`config.mk`:
```
export PLATFORM = sky130hd
export DESIGN_NAME = i2c_sensor_read_sequencer_top
export DESIGN_NICKNAME = d
export VERILOG_FILES = /design/src/rtl/isrs_pkg.sv /design/src/rtl/isrs_engine.sv /design/src/rtl/isrs_scale.sv /design/src/rtl/i2c_sensor_read_sequencer_top.sv
export SDC_FILE = /design/constraint.sdc
export NUM_CORES = 1
export LEC_CHECK = 0
export BUFFER_PORTS_ARGS = -buffer_cell sky130_fd_sc_hd__buf_4
export CORE_UTILIZATION = 55
export DETAILED_ROUTE_END_ITERATION = 6
export PLACE_DENSITY = 0.73
export SLEW_MARGIN = 20
export SYNTH_ARGS = -nofsm -noshare
export SYNTH_HDL_FRONTEND = slang
export SYNTH_SLANG_ARGS = --single-unit
```
`constraint.sdc`:
```
create_clock -name aclk -period 10.5 [get_ports aclk]
set_clock_uncertainty 0.05 [all_clocks]
set_input_delay 3.15 -clock aclk [delete_from_list [all_inputs] [get_ports aclk]]
set_output_delay 3.15 -clock aclk [all_outputs]
set_load 0.02 [all_outputs]
```
`src/rtl/isrs_pkg.sv`:
```
// Shared types, widths, codes and scaling constants of the I2C sensor read sequencer.
package isrs_pkg;

    localparam int unsigned WAIT_BITS_DEFAULT = 12;

    localparam int unsigned ADDR_W      = 7;
    localparam int unsigned WAIT_CFG_W  = 12;
    localparam int unsigned TMO_W       = 8;
    localparam int unsigned CFG_DATA_W  = 12;
    localparam int unsigned CFG_INDEX_W = 2;

    localparam logic [CFG_INDEX_W-1:0] REG_DEVICE_ADDRESS = 2'd0;
    localparam logic [CFG_INDEX_W-1:0] REG_CONV_WAIT      = 2'd1;
    localparam logic [CFG_INDEX_W-1:0] REG_ACK_TIMEOUT    = 2'd2;

    localparam logic [ADDR_W-1:0]     DEVICE_ADDRESS_RST = 7'd64;
    localparam logic [WAIT_CFG_W-1:0] CONV_WAIT_RST      = 12'd1900;
    localparam logic [TMO_W-1:0]      ACK_TIMEOUT_RST    = 8'd250;

    localparam logic [1:0] CMD_TICK  = 2'd0;
    localparam logic [1:0] CMD_WRITE = 2'd1;
    localparam logic [1:0] CMD_READ  = 2'd2;

    localparam int unsigned RAW_W    = 16;
    localparam int unsigned SCALED_W = 15;
    localparam int unsigned COEF_W   = 15;

    localparam logic [COEF_W-1:0]   TEMP_COEF   = 15'd17572;
    localparam logic [COEF_W-1:0]   HUM_COEF    = 15'd12500;
    localparam logic [SCALED_W:0]   TEMP_OFFSET = 16'd4685;
    localparam logic [SCALED_W:0]   HUM_OFFSET  = 16'd600;

    localparam int unsigned S_TDATA_W = 16;
    localparam int unsigned M_TDATA_W = 40;

    typedef struct packed {
        logic [ADDR_W-1:0]     device_address;
        logic [WAIT_CFG_W-1:0] conversion_wait_ticks;
        logic [TMO_W-1:0]      ack_timeout;
    } isrs_cfg_t;

    typedef struct packed {
        logic             scl_level;
        logic             sda_level;
        logic             busy_res;
        logic             done_res;
        logic             ack_error;
        logic [RAW_W-1:0] raw_value;
        logic             kind;
    } isrs_res_t;

endpackage

```
`src/rtl/isrs_engine.sv`:
```
// Bus sequencer: advances the I2C phase state by one half-phase per accepted transaction.
module isrs_engine
    import isrs_pkg::*;
#(
    parameter int unsigned WAIT_COUNTER_BITS = WAIT_BITS_DEFAULT
) (
    input  logic      aclk,
    input  logic      aresetn,
    input  logic      step,
    input  isrs_cfg_t cfg,
    input  logic [1:0] cmd,
    input  logic [7:0] command_byte,
    input  logic      convert_kind,
    input  logic      sda_in,
    output isrs_res_t res
);

    localparam logic [3:0] PH_IDLE      = 4'd0;
    localparam logic [3:0] PH_START_A   = 4'd1;
    localparam logic [3:0] PH_START_B   = 4'd2;
    localparam logic [3:0] PH_TX_LOW    = 4'd3;
    localparam logic [3:0] PH_TX_HIGH   = 4'd4;
    localparam logic [3:0] PH_SACK_LOW  = 4'd5;
    localparam logic [3:0] PH_SACK_HIGH = 4'd6;
    localparam logic [3:0] PH_WAIT      = 4'd7;
    localparam logic [3:0] PH_RS_A      = 4'd8;
    localparam logic [3:0] PH_RX_LOW    = 4'd9;
    localparam logic [3:0] PH_RX_HIGH   = 4'd10;
    localparam logic [3:0] PH_MACK_LOW  = 4'd11;
    localparam logic [3:0] PH_MACK_HIGH = 4'd12;
    localparam logic [3:0] PH_STOP_A    = 4'd13;
    localparam logic [3:0] PH_STOP_B    = 4'd14;
    localparam logic [3:0] PH_STOP_C    = 4'd15;

    localparam logic [2:0] ST_ADDR_W  = 3'd0;
    localparam logic [2:0] ST_COMMAND = 3'd1;
    localparam logic [2:0] ST_ADDR_R  = 3'd2;
    localparam logic [2:0] ST_READ_HI = 3'd3;
    localparam logic [2:0] ST_READ_LO = 3'd4;

    logic [3:0]                   phase_reg, phase_next;
    logic [3:0]                   bit_count_reg, bit_count_next;
    logic [7:0]                   shift_byte_reg, shift_byte_next;
    logic [WAIT_COUNTER_BITS-1:0] wait_count_reg, wait_count_next;
    logic [TMO_W-1:0]             ack_count_reg, ack_count_next;
    logic [7:0]                   held_command_reg, held_command_next;
    logic                         held_kind_reg, held_kind_next;
    logic [RAW_W-1:0]             read_word_reg, read_word_next;
    logic [2:0]                   stage_reg, stage_next;
    logic                         is_read_reg, is_read_next;
    logic                         err_reg, err_next;

    logic [WAIT_COUNTER_BITS-1:0] wait_load;
    logic [WAIT_COUNTER_BITS-1:0] wait_dec;
    logic [3:0]                   bit_inc;
    logic [TMO_W:0]               ack_inc;
    logic                         scl_o, sda_o, busy_o, done_o, aerr_o;

    assign wait_load = WAIT_COUNTER_BITS'(cfg.conversion_wait_ticks);
    assign wait_dec  = wait_count_reg - WAIT_COUNTER_BITS'(1);
    assign bit_inc   = bit_count_reg + 4'd1;
    assign ack_inc   = {1'b0, ack_count_reg} + 9'd1;

    always_comb begin
        phase_next        = phase_reg;
        bit_count_next    = bit_count_reg;
        shift_byte_next   = shift_byte_reg;
        wait_count_next   = wait_count_reg;
        ack_count_next    = ack_count_reg;
        held_command_next = held_command_reg;
        held_kind_next    = held_kind_reg;
        read_word_next    = read_word_reg;
        stage_next        = stage_reg;
        is_read_next      = is_read_reg;
        err_next          = err_reg;
        scl_o  = 1'b1;
        sda_o  = 1'b1;
        busy_o = 1'b1;
        done_o = 1'b0;
        aerr_o = 1'b0;
        unique case (phase_reg)
            PH_START_A: begin
                phase_next = PH_START_B;
            end
            PH_START_B: begin
                sda_o           = 1'b0;
                shift_byte_next = {cfg.device_address, stage_reg == ST_ADDR_R};
                bit_count_next  = 4'd0;
                phase_next      = PH_TX_LOW;
            end
            PH_TX_LOW: begin
                scl_o      = 1'b0;
                sda_o      = shift_byte_reg[7];
                phase_next = PH_TX_HIGH;
            end
            PH_TX_HIGH: begin
                sda_o           = shift_byte_reg[7];
                shift_byte_next = {shift_byte_reg[6:0], 1'b0};
                bit_count_next  = bit_inc;
                if (bit_inc >= 4'd8) begin
                    ack_count_next = '0;
                    phase_next     = PH_SACK_LOW;
                end else begin
                    phase_next = PH_TX_LOW;
                end
            end
            PH_SACK_LOW: begin
                scl_o      = 1'b0;
                phase_next = PH_SACK_HIGH;
            end
            PH_SACK_HIGH: begin
                if (!sda_in) begin
                    priority if (stage_reg == ST_ADDR_W) begin
                        stage_next      = ST_COMMAND;
                        shift_byte_next = held_command_reg;
                        bit_count_next  = 4'd0;
                        phase_next      = PH_TX_LOW;
                    end else if (stage_reg == ST_COMMAND && is_read_reg) begin
                        if (wait_load == '0) begin
                            phase_next = PH_RS_A;
                        end else begin
                            wait_count_next = wait_load;
                            phase_next      = PH_WAIT;
                        end
                    end else if (stage_reg == ST_ADDR_R) begin
                        stage_next      = ST_READ_HI;
                        shift_byte_next = 8'd0;
                        bit_count_next  = 4'd0;
                        phase_next      = PH_RX_LOW;
                    end else begin
                        phase_next = PH_STOP_A;
                    end
                end else if (ack_inc > {1'b0, cfg.ack_timeout}) begin
                    err_next   = 1'b1;
                    phase_next = PH_STOP_A;
                end else begin
                    ack_count_next = ack_inc[TMO_W-1:0];
                end
            end
            PH_WAIT: begin
                scl_o           = 1'b0;
                wait_count_next = wait_dec;
                if (wait_dec == '0) begin
                    phase_next = PH_RS_A;
                end
            end
            PH_RS_A: begin
                scl_o      = 1'b0;
                stage_next = ST_ADDR_R;
                phase_next = PH_START_A;
            end
            PH_RX_LOW: begin
                scl_o      = 1'b0;
                phase_next = PH_RX_HIGH;
            end
            PH_RX_HIGH: begin
                shift_byte_next = {shift_byte_reg[6:0], sda_in};
                bit_count_next  = bit_inc;
                phase_next      = (bit_inc >= 4'd8) ? PH_MACK_LOW : PH_RX_LOW;
            end
            PH_MACK_LOW: begin
                scl_o      = 1'b0;
                sda_o      = (stage_reg != ST_READ_HI);
                phase_next = PH_MACK_HIGH;
            end
            PH_MACK_HIGH: begin
                sda_o = (stage_reg != ST_READ_HI);
                if (stage_reg == ST_READ_HI) begin
                    read_word_next  = {shift_byte_reg, 8'd0};
                    stage_next      = ST_READ_LO;
                    shift_byte_next = 8'd0;
                    bit_count_next  = 4'd0;
                    phase_next      = PH_RX_LOW;
                end else begin
                    read_word_next = {read_word_reg[15:8], shift_byte_reg};
                    phase_next     = PH_STOP_A;
                end
            end
            PH_STOP_A: begin
                scl_o      = 1'b0;
                sda_o      = 1'b0;
                phase_next = PH_STOP_B;
            end
            PH_STOP_B: begin
                sda_o      = 1'b0;
                phase_next = PH_STOP_C;
            end
            PH_STOP_C: begin
                done_o     = 1'b1;
                aerr_o     = err_reg;
                phase_next = PH_IDLE;
            end
            default: begin
                busy_o     = 1'b0;
                phase_next = PH_IDLE;
                if (cmd == CMD_WRITE || cmd == CMD_READ) begin
                    held_command_next = command_byte;
                    held_kind_next    = convert_kind;
                    is_read_next      = (cmd == CMD_READ);
                    err_next          = 1'b0;
                    stage_next        = ST_ADDR_W;
                    phase_next        = PH_START_B;
                end
            end
        endcase
    end

    always_ff @(posedge aclk) begin
        if (!aresetn) begin
            phase_reg        <= PH_IDLE;
            bit_count_reg    <= '0;
            shift_byte_reg   <= '0;
            wait_count_reg   <= '0;
            ack_count_reg    <= '0;
            held_command_reg <= '0;
            held_kind_reg    <= 1'b0;
            read_word_reg    <= '0;
            stage_reg        <= ST_ADDR_W;
            is_read_reg      <= 1'b0;
            err_reg          <= 1'b0;
        end else if (step) begin
            phase_reg        <= phase_next;
            bit_count_reg    <= bit_count_next;
            shift_byte_reg   <= shift_byte_next;
            wait_count_reg   <= wait_count_next;
            ack_count_reg    <= ack_count_next;
            held_command_reg <= held_command_next;
            held_kind_reg    <= held_kind_next;
            read_word_reg    <= read_word_next;
            stage_reg        <= stage_next;
            is_read_reg      <= is_read_next;
            err_reg          <= err_next;
        end
    end

    assign res.scl_level = scl_o;
    assign res.sda_level = sda_o;
    assign res.busy_res  = busy_o;
    assign res.done_res  = done_o;
    assign res.ack_error = aerr_o;
    assign res.raw_value = read_word_next;
    assign res.kind      = held_kind_next;

endmodule

```
`src/rtl/isrs_scale.sv`:
```
// Converts the raw sensor word to hundredths of a degree or of a percent of humidity.
module isrs_scale
    import isrs_pkg::*;
(
    input  logic                       kind,
    input  logic [RAW_W-1:0]           raw_value,
    output logic signed [SCALED_W-1:0] scaled_value
);

    logic [COEF_W-1:0]       coef;
    logic [SCALED_W:0]       offset;
    logic [RAW_W+COEF_W-1:0] product;
    logic [SCALED_W:0]       diff;

    assign coef    = kind ? HUM_COEF : TEMP_COEF;
    assign offset  = kind ? HUM_OFFSET : TEMP_OFFSET;
    assign product = {{COEF_W{1'b0}}, raw_value} * {{RAW_W{1'b0}}, coef};
    assign diff    = {1'b0, product[RAW_W+COEF_W-1:RAW_W]} - offset;

    assign scaled_value = diff[SCALED_W-1:0];

endmodule

```
`src/rtl/i2c_sensor_read_sequencer_top.sv`:
```
// Top level of the I2C sensor read sequencer: stream ports, configuration and result pipeline.
//
// Each input transaction is one bus tick (one SCL half-phase). It carries a command
// (tick, write-command transaction or measurement read), the command byte, the scaling
// kind and the sampled SDA level. Every input transaction yields exactly one output
// transaction with the SCL and SDA levels to drive, busy, done and acknowledge error
// flags, the raw 16-bit word and its scaled value.
// The bus state advances in the cycle a transaction is accepted; the result passes a
// pipeline register and then the output register, where the scaling multiply sits.
// One transaction can be accepted every cycle as long as the output side keeps up.
// When the receiver stalls, the two result stages fill and s_tready drops only once both
// hold a result; nothing is lost or repeated. Reset clears the bus state to idle, empties
// the pipeline and restores the register defaults (address 64, wait 1900 ticks,
// acknowledge timeout 250 ticks). The user must write registers through cfg_we, cfg_index
// and cfg_data only while the block is idle; the block itself does not enforce this.
module i2c_sensor_read_sequencer_top
    import isrs_pkg::*;
#(
    parameter int unsigned WAIT_COUNTER_BITS = WAIT_BITS_DEFAULT
) (
    input  logic                   aclk,
    input  logic                   aresetn,
    input  logic                   s_tvalid,
    output logic                   s_tready,
    // cmd[1:0], command_byte[9:2], convert_kind[10], sda_in[11], zero[15:12]
    input  logic [S_TDATA_W-1:0]   s_tdata,
    output logic                   m_tvalid,
    input  logic                   m_tready,
    // scl_level[0], sda_level[1], busy_res[2], done_res[3], ack_error[4],
    // raw_value[20:5], scaled_value[35:21], zero[39:36]
    output logic [M_TDATA_W-1:0]   m_tdata,
    input  logic                   cfg_we,
    input  logic [CFG_INDEX_W-1:0] cfg_index,
    input  logic [CFG_DATA_W-1:0]  cfg_data
);

    isrs_cfg_t                  cfg_reg;
    isrs_res_t                  eng_res;
    isrs_res_t                  p1_res_reg;
    logic                       p1_valid_reg;
    logic                       m_valid_reg;
    logic [M_TDATA_W-1:0]       m_tdata_reg;
    logic                       s_accept;
    logic                       p2_ready;
    logic signed [SCALED_W-1:0] scaled;

    always_ff @(posedge aclk) begin
        if (!aresetn) begin
            cfg_reg.device_address        <= DEVICE_ADDRESS_RST;
            cfg_reg.conversion_wait_ticks <= CONV_WAIT_RST;
            cfg_reg.ack_timeout           <= ACK_TIMEOUT_RST;
        end else if (cfg_we) begin
            unique case (cfg_index)
                REG_DEVICE_ADDRESS: cfg_reg.device_address        <= cfg_data[ADDR_W-1:0];
                REG_CONV_WAIT:      cfg_reg.conversion_wait_ticks <= cfg_data[WAIT_CFG_W-1:0];
                REG_ACK_TIMEOUT:    cfg_reg.ack_timeout           <= cfg_data[TMO_W-1:0];
                default: begin
                end
            endcase
        end
    end

    assign p2_ready = !m_valid_reg || m_tready;
    assign s_tready = !p1_valid_reg || p2_ready;
    assign s_accept = s_tvalid && s_tready;

    isrs_engine #(
        .WAIT_COUNTER_BITS(WAIT_COUNTER_BITS)
    ) u_engine (
        .aclk         (aclk),
        .aresetn      (aresetn),
        .step         (s_accept),
        .cfg          (cfg_reg),
        .cmd          (s_tdata[1:0]),
        .command_byte (s_tdata[9:2]),
        .convert_kind (s_tdata[10]),
        .sda_in       (s_tdata[11]),
        .res          (eng_res)
    );

    isrs_scale u_scale (
        .kind         (p1_res_reg.kind),
        .raw_value    (p1_res_reg.raw_value),
        .scaled_value (scaled)
    );

    always_ff @(posedge aclk) begin
        if (!aresetn) begin
            p1_valid_reg <= 1'b0;
        end else if (s_tready) begin
            p1_valid_reg <= s_tvalid;
        end
    end

    always_ff @(posedge aclk) begin
        if (s_accept) begin
            p1_res_reg <= eng_res;
        end
    end

    always_ff @(posedge aclk) begin
        if (!aresetn) begin
            m_valid_reg <= 1'b0;
        end else if (p2_ready) begin
            m_valid_reg <= p1_valid_reg;
        end
    end

    always_ff @(posedge aclk) begin
        if (p2_ready && p1_valid_reg) begin
            m_tdata_reg <= {4'd0, scaled, p1_res_reg.raw_value, p1_res_reg.ack_error,
                            p1_res_reg.done_res, p1_res_reg.busy_res,
                            p1_res_reg.sda_level, p1_res_reg.scl_level};
        end
    end

    assign m_tvalid = m_valid_reg;
    assign m_tdata  = m_tdata_reg;

endmodule

```
**Word-level counts from Yosys, hierarchy flattened**

Cells that the tools add are included.

- Bits in registers: 153
- Output and inout bits: 42
- Word-level logic and storage cells: 161

- $add $sub $neg: 4
- $mul: 1
- Magnitude comparators: 2
- Equality and inequality tests: 36
- Mux-type cells: 54
- Bitwise operators: 3
- Reductions and logical operators: 37

Operators with widths:

| kind | count |
|---|---|
| $mux 8 | 8 |
| $pmux 4 s15 | 1 |
| $mux 12 | 4 |
| $mux 4 | 11 |
| $pmux 8 s5 | 1 |
| $eq 4x4->1 const B | 8 |
| $mux 16 | 2 |
| $mul 16x15->31 | 1 |
| $mux 3 | 9 |
| $logic_not 12->1 | 2 |
| $pmux 12 s2 | 1 |
| $reduce_and 6->1 | 3 |
| $eq 4x3->1 const B | 4 |
| $pmux 4 s4 | 1 |
| $pmux 8 s2 | 1 |
| $mux 15 | 1 |
| $reduce_or 15->1 | 1 |
| $sub 15x15->15 | 1 |
| $reduce_or 14->1 | 1 |
| $mux 13 | 1 |
| $pmux 3 s4 | 1 |
| $reduce_or 12->1 | 1 |
| $sub 12x1->12 const B | 1 |
| $ne 2x1->1 const B | 5 |
| other kinds (33) | 67 |

**Longest topological paths before layout**

- Depth after elaboration: 6
- Depth in mapped cells: 30
- Depth with buffers taken out: 27

**By module**

From an unflattened synthesis, not the netlist that was laid out.

- Cells, all modules: 1269
- Area, all modules: 12036.5 sq um

By module, submodules not included:

| module | times used | cells an instance | area each (sq um) | seq. area each (sq um) |
|---|---|---|---|---|
| isrs_scale | 1 | 565 | 5041.1 | 0.0 |
| isrs_engine | 1 | 517 | 4015.1 | 1321.3 |
| i2c_sensor_read_sequencer_top | 1 | 187 | 2980.4 | 2322.2 |

**Worst setup path after synthesis**

No wires, ideal clock.

- Path type: register to register
- Start point: register p1_res_reg[0] (netlist name)
- End point: register m_tdata_reg[35] (netlist: m_tdata[35]) (data pin)
- Setup time: 0.260 ns
- Arrival time: 6.990 ns
- Required time: 10.190 ns
- Path slack: 3.200 ns
- Cell stages (with the launch flop): 30
- Clock period less this slack: 7.300 ns
- Cell sequence: edfxtp_1 > buf_4 > clkbuf_1 > nand2_1 > and2_1 > inv_1 > ha_1 > fa_1 > fa_1 > inv_1 > fa_1 > inv_1 > fa_1 > ha_1 > ha_1 > buf_4 > nand3_2 > or4_4 > buf_6 > a21boi_4 > nor2_1 > xnor2_1 > ha_1 > inv_1 > o41ai_1 > o21ba_1 > o221ai_2 > a311o_1 > o211a_1 > xnor2_1

- Cells in the longest elaborated chain, start to end: 3
- Elaborated cells between the ends (all ways): 4
- Those cells by class: 1 x add/sub; 1 x mul; 2 x mux

Ends and longest elaborated chain:

| element | RTL line | RTL |
|---|---|---|
| start: declaration | i2c_sensor_read_sequencer_top.sv:39 | `isrs_res_t p1_res_reg;` |
| start signal: assignment | i2c_sensor_read_sequencer_top.sv:97 | `p1_res_reg <= eng_res;` |
| $mux 15 | isrs_scale.sv:15 | `assign coef = kind ? HUM_COEF : TEMP_COEF;` |
| $mul 16x15->31 | isrs_scale.sv:17 | `assign product = {{COEF_W{1'b0}}, raw_value} * {{RAW_W{1'b0}}, coef};` |
| $sub 15x15->15 * | isrs_scale.sv:18 | `assign diff = {1'b0, product[RAW_W+COEF_W-1:RAW_W]} - offset;` |
| net scaled[14] | i2c_sensor_read_sequencer_top.sv:45 | `logic signed [SCALED_W-1:0] scaled;` |
| end signal: assignment | i2c_sensor_read_sequencer_top.sv:111 | `m_tdata_reg <= {4'd0, scaled, p1_res_reg.raw_value, p1_res_reg.ack_error,` |
| end: declaration | i2c_sensor_read_sequencer_top.sv:42 | `logic [M_TDATA_W-1:0] m_tdata_reg;` |

Mark *: on every way through the listed nets, which the timed path passes. The rest lies on a longest branch.
A chain may end at the register's enable or synchronous reset.

**Worst setup path in the final report**

Ends and elaborated chain as after synthesis.

==> flow_summary_export.csv <==
group,metric,value,unit
synth,synth-edff-count,58,
detailed_routing,totalWireLength,24800,um
timing,finalHoldViolCount,0,
die,die_area,0.0227,mm2
timing,setup_violations,0,
timing,period_needed,8.40,ns
synth,yosysUniqueCellTypes,97,
placement,gp_congestion,0.876,
cells_and_area,fin_util,0.616,
clock_tree,cts_tree,"yes",
worst_setup_path,crit_type,"reg -> reg",
run,max_cap_violations,0,
detailed_routing,drtPass1Iterations,5,
detailed_routing,wire_per_inst,15.4,um
synth,syn_inst,1286,
timing,setup_slack,2.10,ns
placement,port_buffers,68,
worst_hold_path,min_from,"p1_res_reg[20]",
grt,antenna_found_initial,0,
clock_tree,cts.sinks,153,
clock_tree,clock_path_buffers,2,
detailed_routing,via_count,8955,
cells_and_area,largest_reg_flops,36,
cells_and_area,drive_gt1_frac,0.116,
timing,setup_tns,0,ns
synth,yosys_warnings,0,
power,p_switching,0.00158,W
worst_setup_path,required,10.63,ns
worst_hold_path,hold_path_class,"reg -> reg",
clock_tree,ctsHtreeMaxLevel,4,
cells_and_area,fillCellCount,1819,
power,power.density,273,mW/mm2
grt,grt_pass1_wl,41300,um
synth,netlist_area,0.0122,mm2
clock_tree,cts_buffers,17,
worst_setup_path,cp-start-kind,"register",
power,peakVddDrop,200,uV
synth,ys_ff_latch,153,
synth,synthFlopType,"dfxtp_1",
synth,seq_area_frac_synth,0.300,
timing,slew_viol_final,0,
worst_setup_path,end_kind,"register",
grt,grt_pass1_vias,8741,
placement,dp_slack,2.10,ns
power,p_int,0.00207,W
die,placeableCoreArea,0.0218,mm2
synth,synth.avg_cell_area,9.46,um2
power,pwr-share-seq,0.218,
clock_tree,cts_root_buffer,"clkbuf_16",
placement,dp_hpwl,18700,um
die,die_w,151,um
synth,yosys.area.top_type,"dfxtp_1",
grt,grtUsageTotal,0.232,
synth,synth.most_common_cell,"inv_1",
cells_and_area,areaGrowthSynthToFinish,10.2,%
timing,hold_slack,0.379,ns
power,switching_share,0.433,
timing,worst_pin_slew,1.06,ns
grt,grt_overflow,0,
outcome,status,"finished, final reports clean",
synth,synthTopCellsByArea,"dfxtp_1, ha_1, edfxtp_1",
clock_tree,clock_latency,0.44,ns
cells_and_area,antennaDiodeCount,0,
grt,grt_max_degree,93,
clock_tree,postCtsSetupRepairBufs,0,
clock_tree,ctsHoldBuffers,0,
worst_setup_path,path_max_fanout,37,
timing,fmax,119,MHz
timing,fin_crit_sh,0.800,
timing,relSlewSlack,0.293,
power,clkPwrFrac,0.178,
power,comb_power_share,0.605,
die,rows,54,
detailed_routing,drc,0,
cells_and_area,final_nets,1565,
detailed_routing,viasPerCell,5.56,
die,start_util,0.559,
worst_setup_path,r2r_start,"p1_res_reg[0]",
worst_setup_path,arrival,8.53,ns
clock_tree,post_cts_resized,0,
synth,async_flop_share,0,
clock_tree,path_clk_slew,0.07,ns
die,die_height,151,um
detailed_routing,ant_nets,0,
worst_setup_path,cp-startpoint,"p1_res_reg[0]",
synth,ys_top_cells_by_count,"inv_1, ha_1, nand2_1",
die,top_level_ports,77,
detailed_routing,drt_iter0_markers,596,
synth,netlist.area_leader.share,0.156,
power,power_leakage,6.21,nW
timing,rsz0062_at_grt,"no",
==> per-layer routing <==
layer	track usage	routed length [um]
met5	0	0
met2	0.423	12700
met4	0.0790	518
met3	0.0318	655
met1	0.279	10900
==> worst max-delay path: stages, from the launching register on <==
cell and delay (ns):
edfxtp_1 0.35, buf_4 0.27, inv_1 0.55, nand2_1 0.20, and2_1 0.22, inv_1 0.06, ha_1 0.24, fa_1 0.50
fa_1 0.54, inv_1 0.05, fa_1 0.52, inv_1 0.05, fa_1 0.47, ha_1 0.30, ha_1 0.52, nand3_2 0.16
or4_4 0.66, a21boi_4 0.21, nor2_1 0.07, xnor2_1 0.12, ha_1 0.33, inv_1 0.08, o41ai_1 0.60, o21ba_1 0.24
o221ai_2 0.14, a311o_1 0.36, o211a_1 0.12, xnor2_1 0.12
==> worst paths after layout <==
check / endpoint / slack, ns / cells past startpoint
worst min-delay path: m_tdata[1] / 0.38 / 0
worst max-delay path: m_tdata[35] / 2.10 / 27
worst min register to register: m_tdata[1] / 0.38 / 0
worst max register to register: m_tdata[35] / 2.10 / 27
==> layout by cell type, fill, tap and decap left out, types with 44 or more instances in the layout <==
cell      instances
edfxtp_1         58
dfxtp_1          95
buf_4            74
ha_1            143
inv_1           145
o21ai_0          44
nand2_1         123
nor2_1           91
nor2b_1          45
fa_1             70
==> power groups by stage <==
stage	Sequential, W	Clock (W)	Combinational, W
final	0.000796	0.000649	0.00221
after global routing	0.000802	0.000684	0.00251
after CTS	0.000796	0.000659	0.00223
after detailed placement	0.000809	0	0.00221
after global placement	0.000808	0	0.00216
after floorplan	0.000840	0	0.00179
==> per-stage QoR <==
step,instances,area [um2],total power [W]
finish,1610,13400,0.00366
global route,1610,13400,0.00400
CTS,1610,13400,0.00368
detailed placement,1578,12800,0.00302
global placement,1578,12800,0.00297
floorplan,1299,12200,0.00263
==> logic make-up (layout without fill, tap and decap cells) <==
logic type / after synthesis / count (layout) / synth area share
simple gates: 397 / 397 / 0.164
compound gates: 224 / 224 / 0.140
buf+inv: 221 / 252 / 0.0741
fa+ha+maj: 214 / 214 / 0.263
flops: 153 / 153 / 0.300
xor+xnor: 40 / 40 / 0.0288
mux: 35 / 35 / 0.0301
other cells: 2 / 15 / 0.000617
==> cell type report <==
class / instances / area (um2) / share of cell area
Clock inverter: 14 / 170 / 0.0127
Tap cell: 280 / 350 / 0.0261
Timing Repair Buffer: 74 / 556 / 0.0415
Clock buffer: 18 / 450 / 0.0336
Inverter: 146 / 548 / 0.0409
Multi-Input combinational cell: 925 / 7680 / 0.573
Sequential cell: 153 / 3640 / 0.272
(Power assumes the default switching activity.)
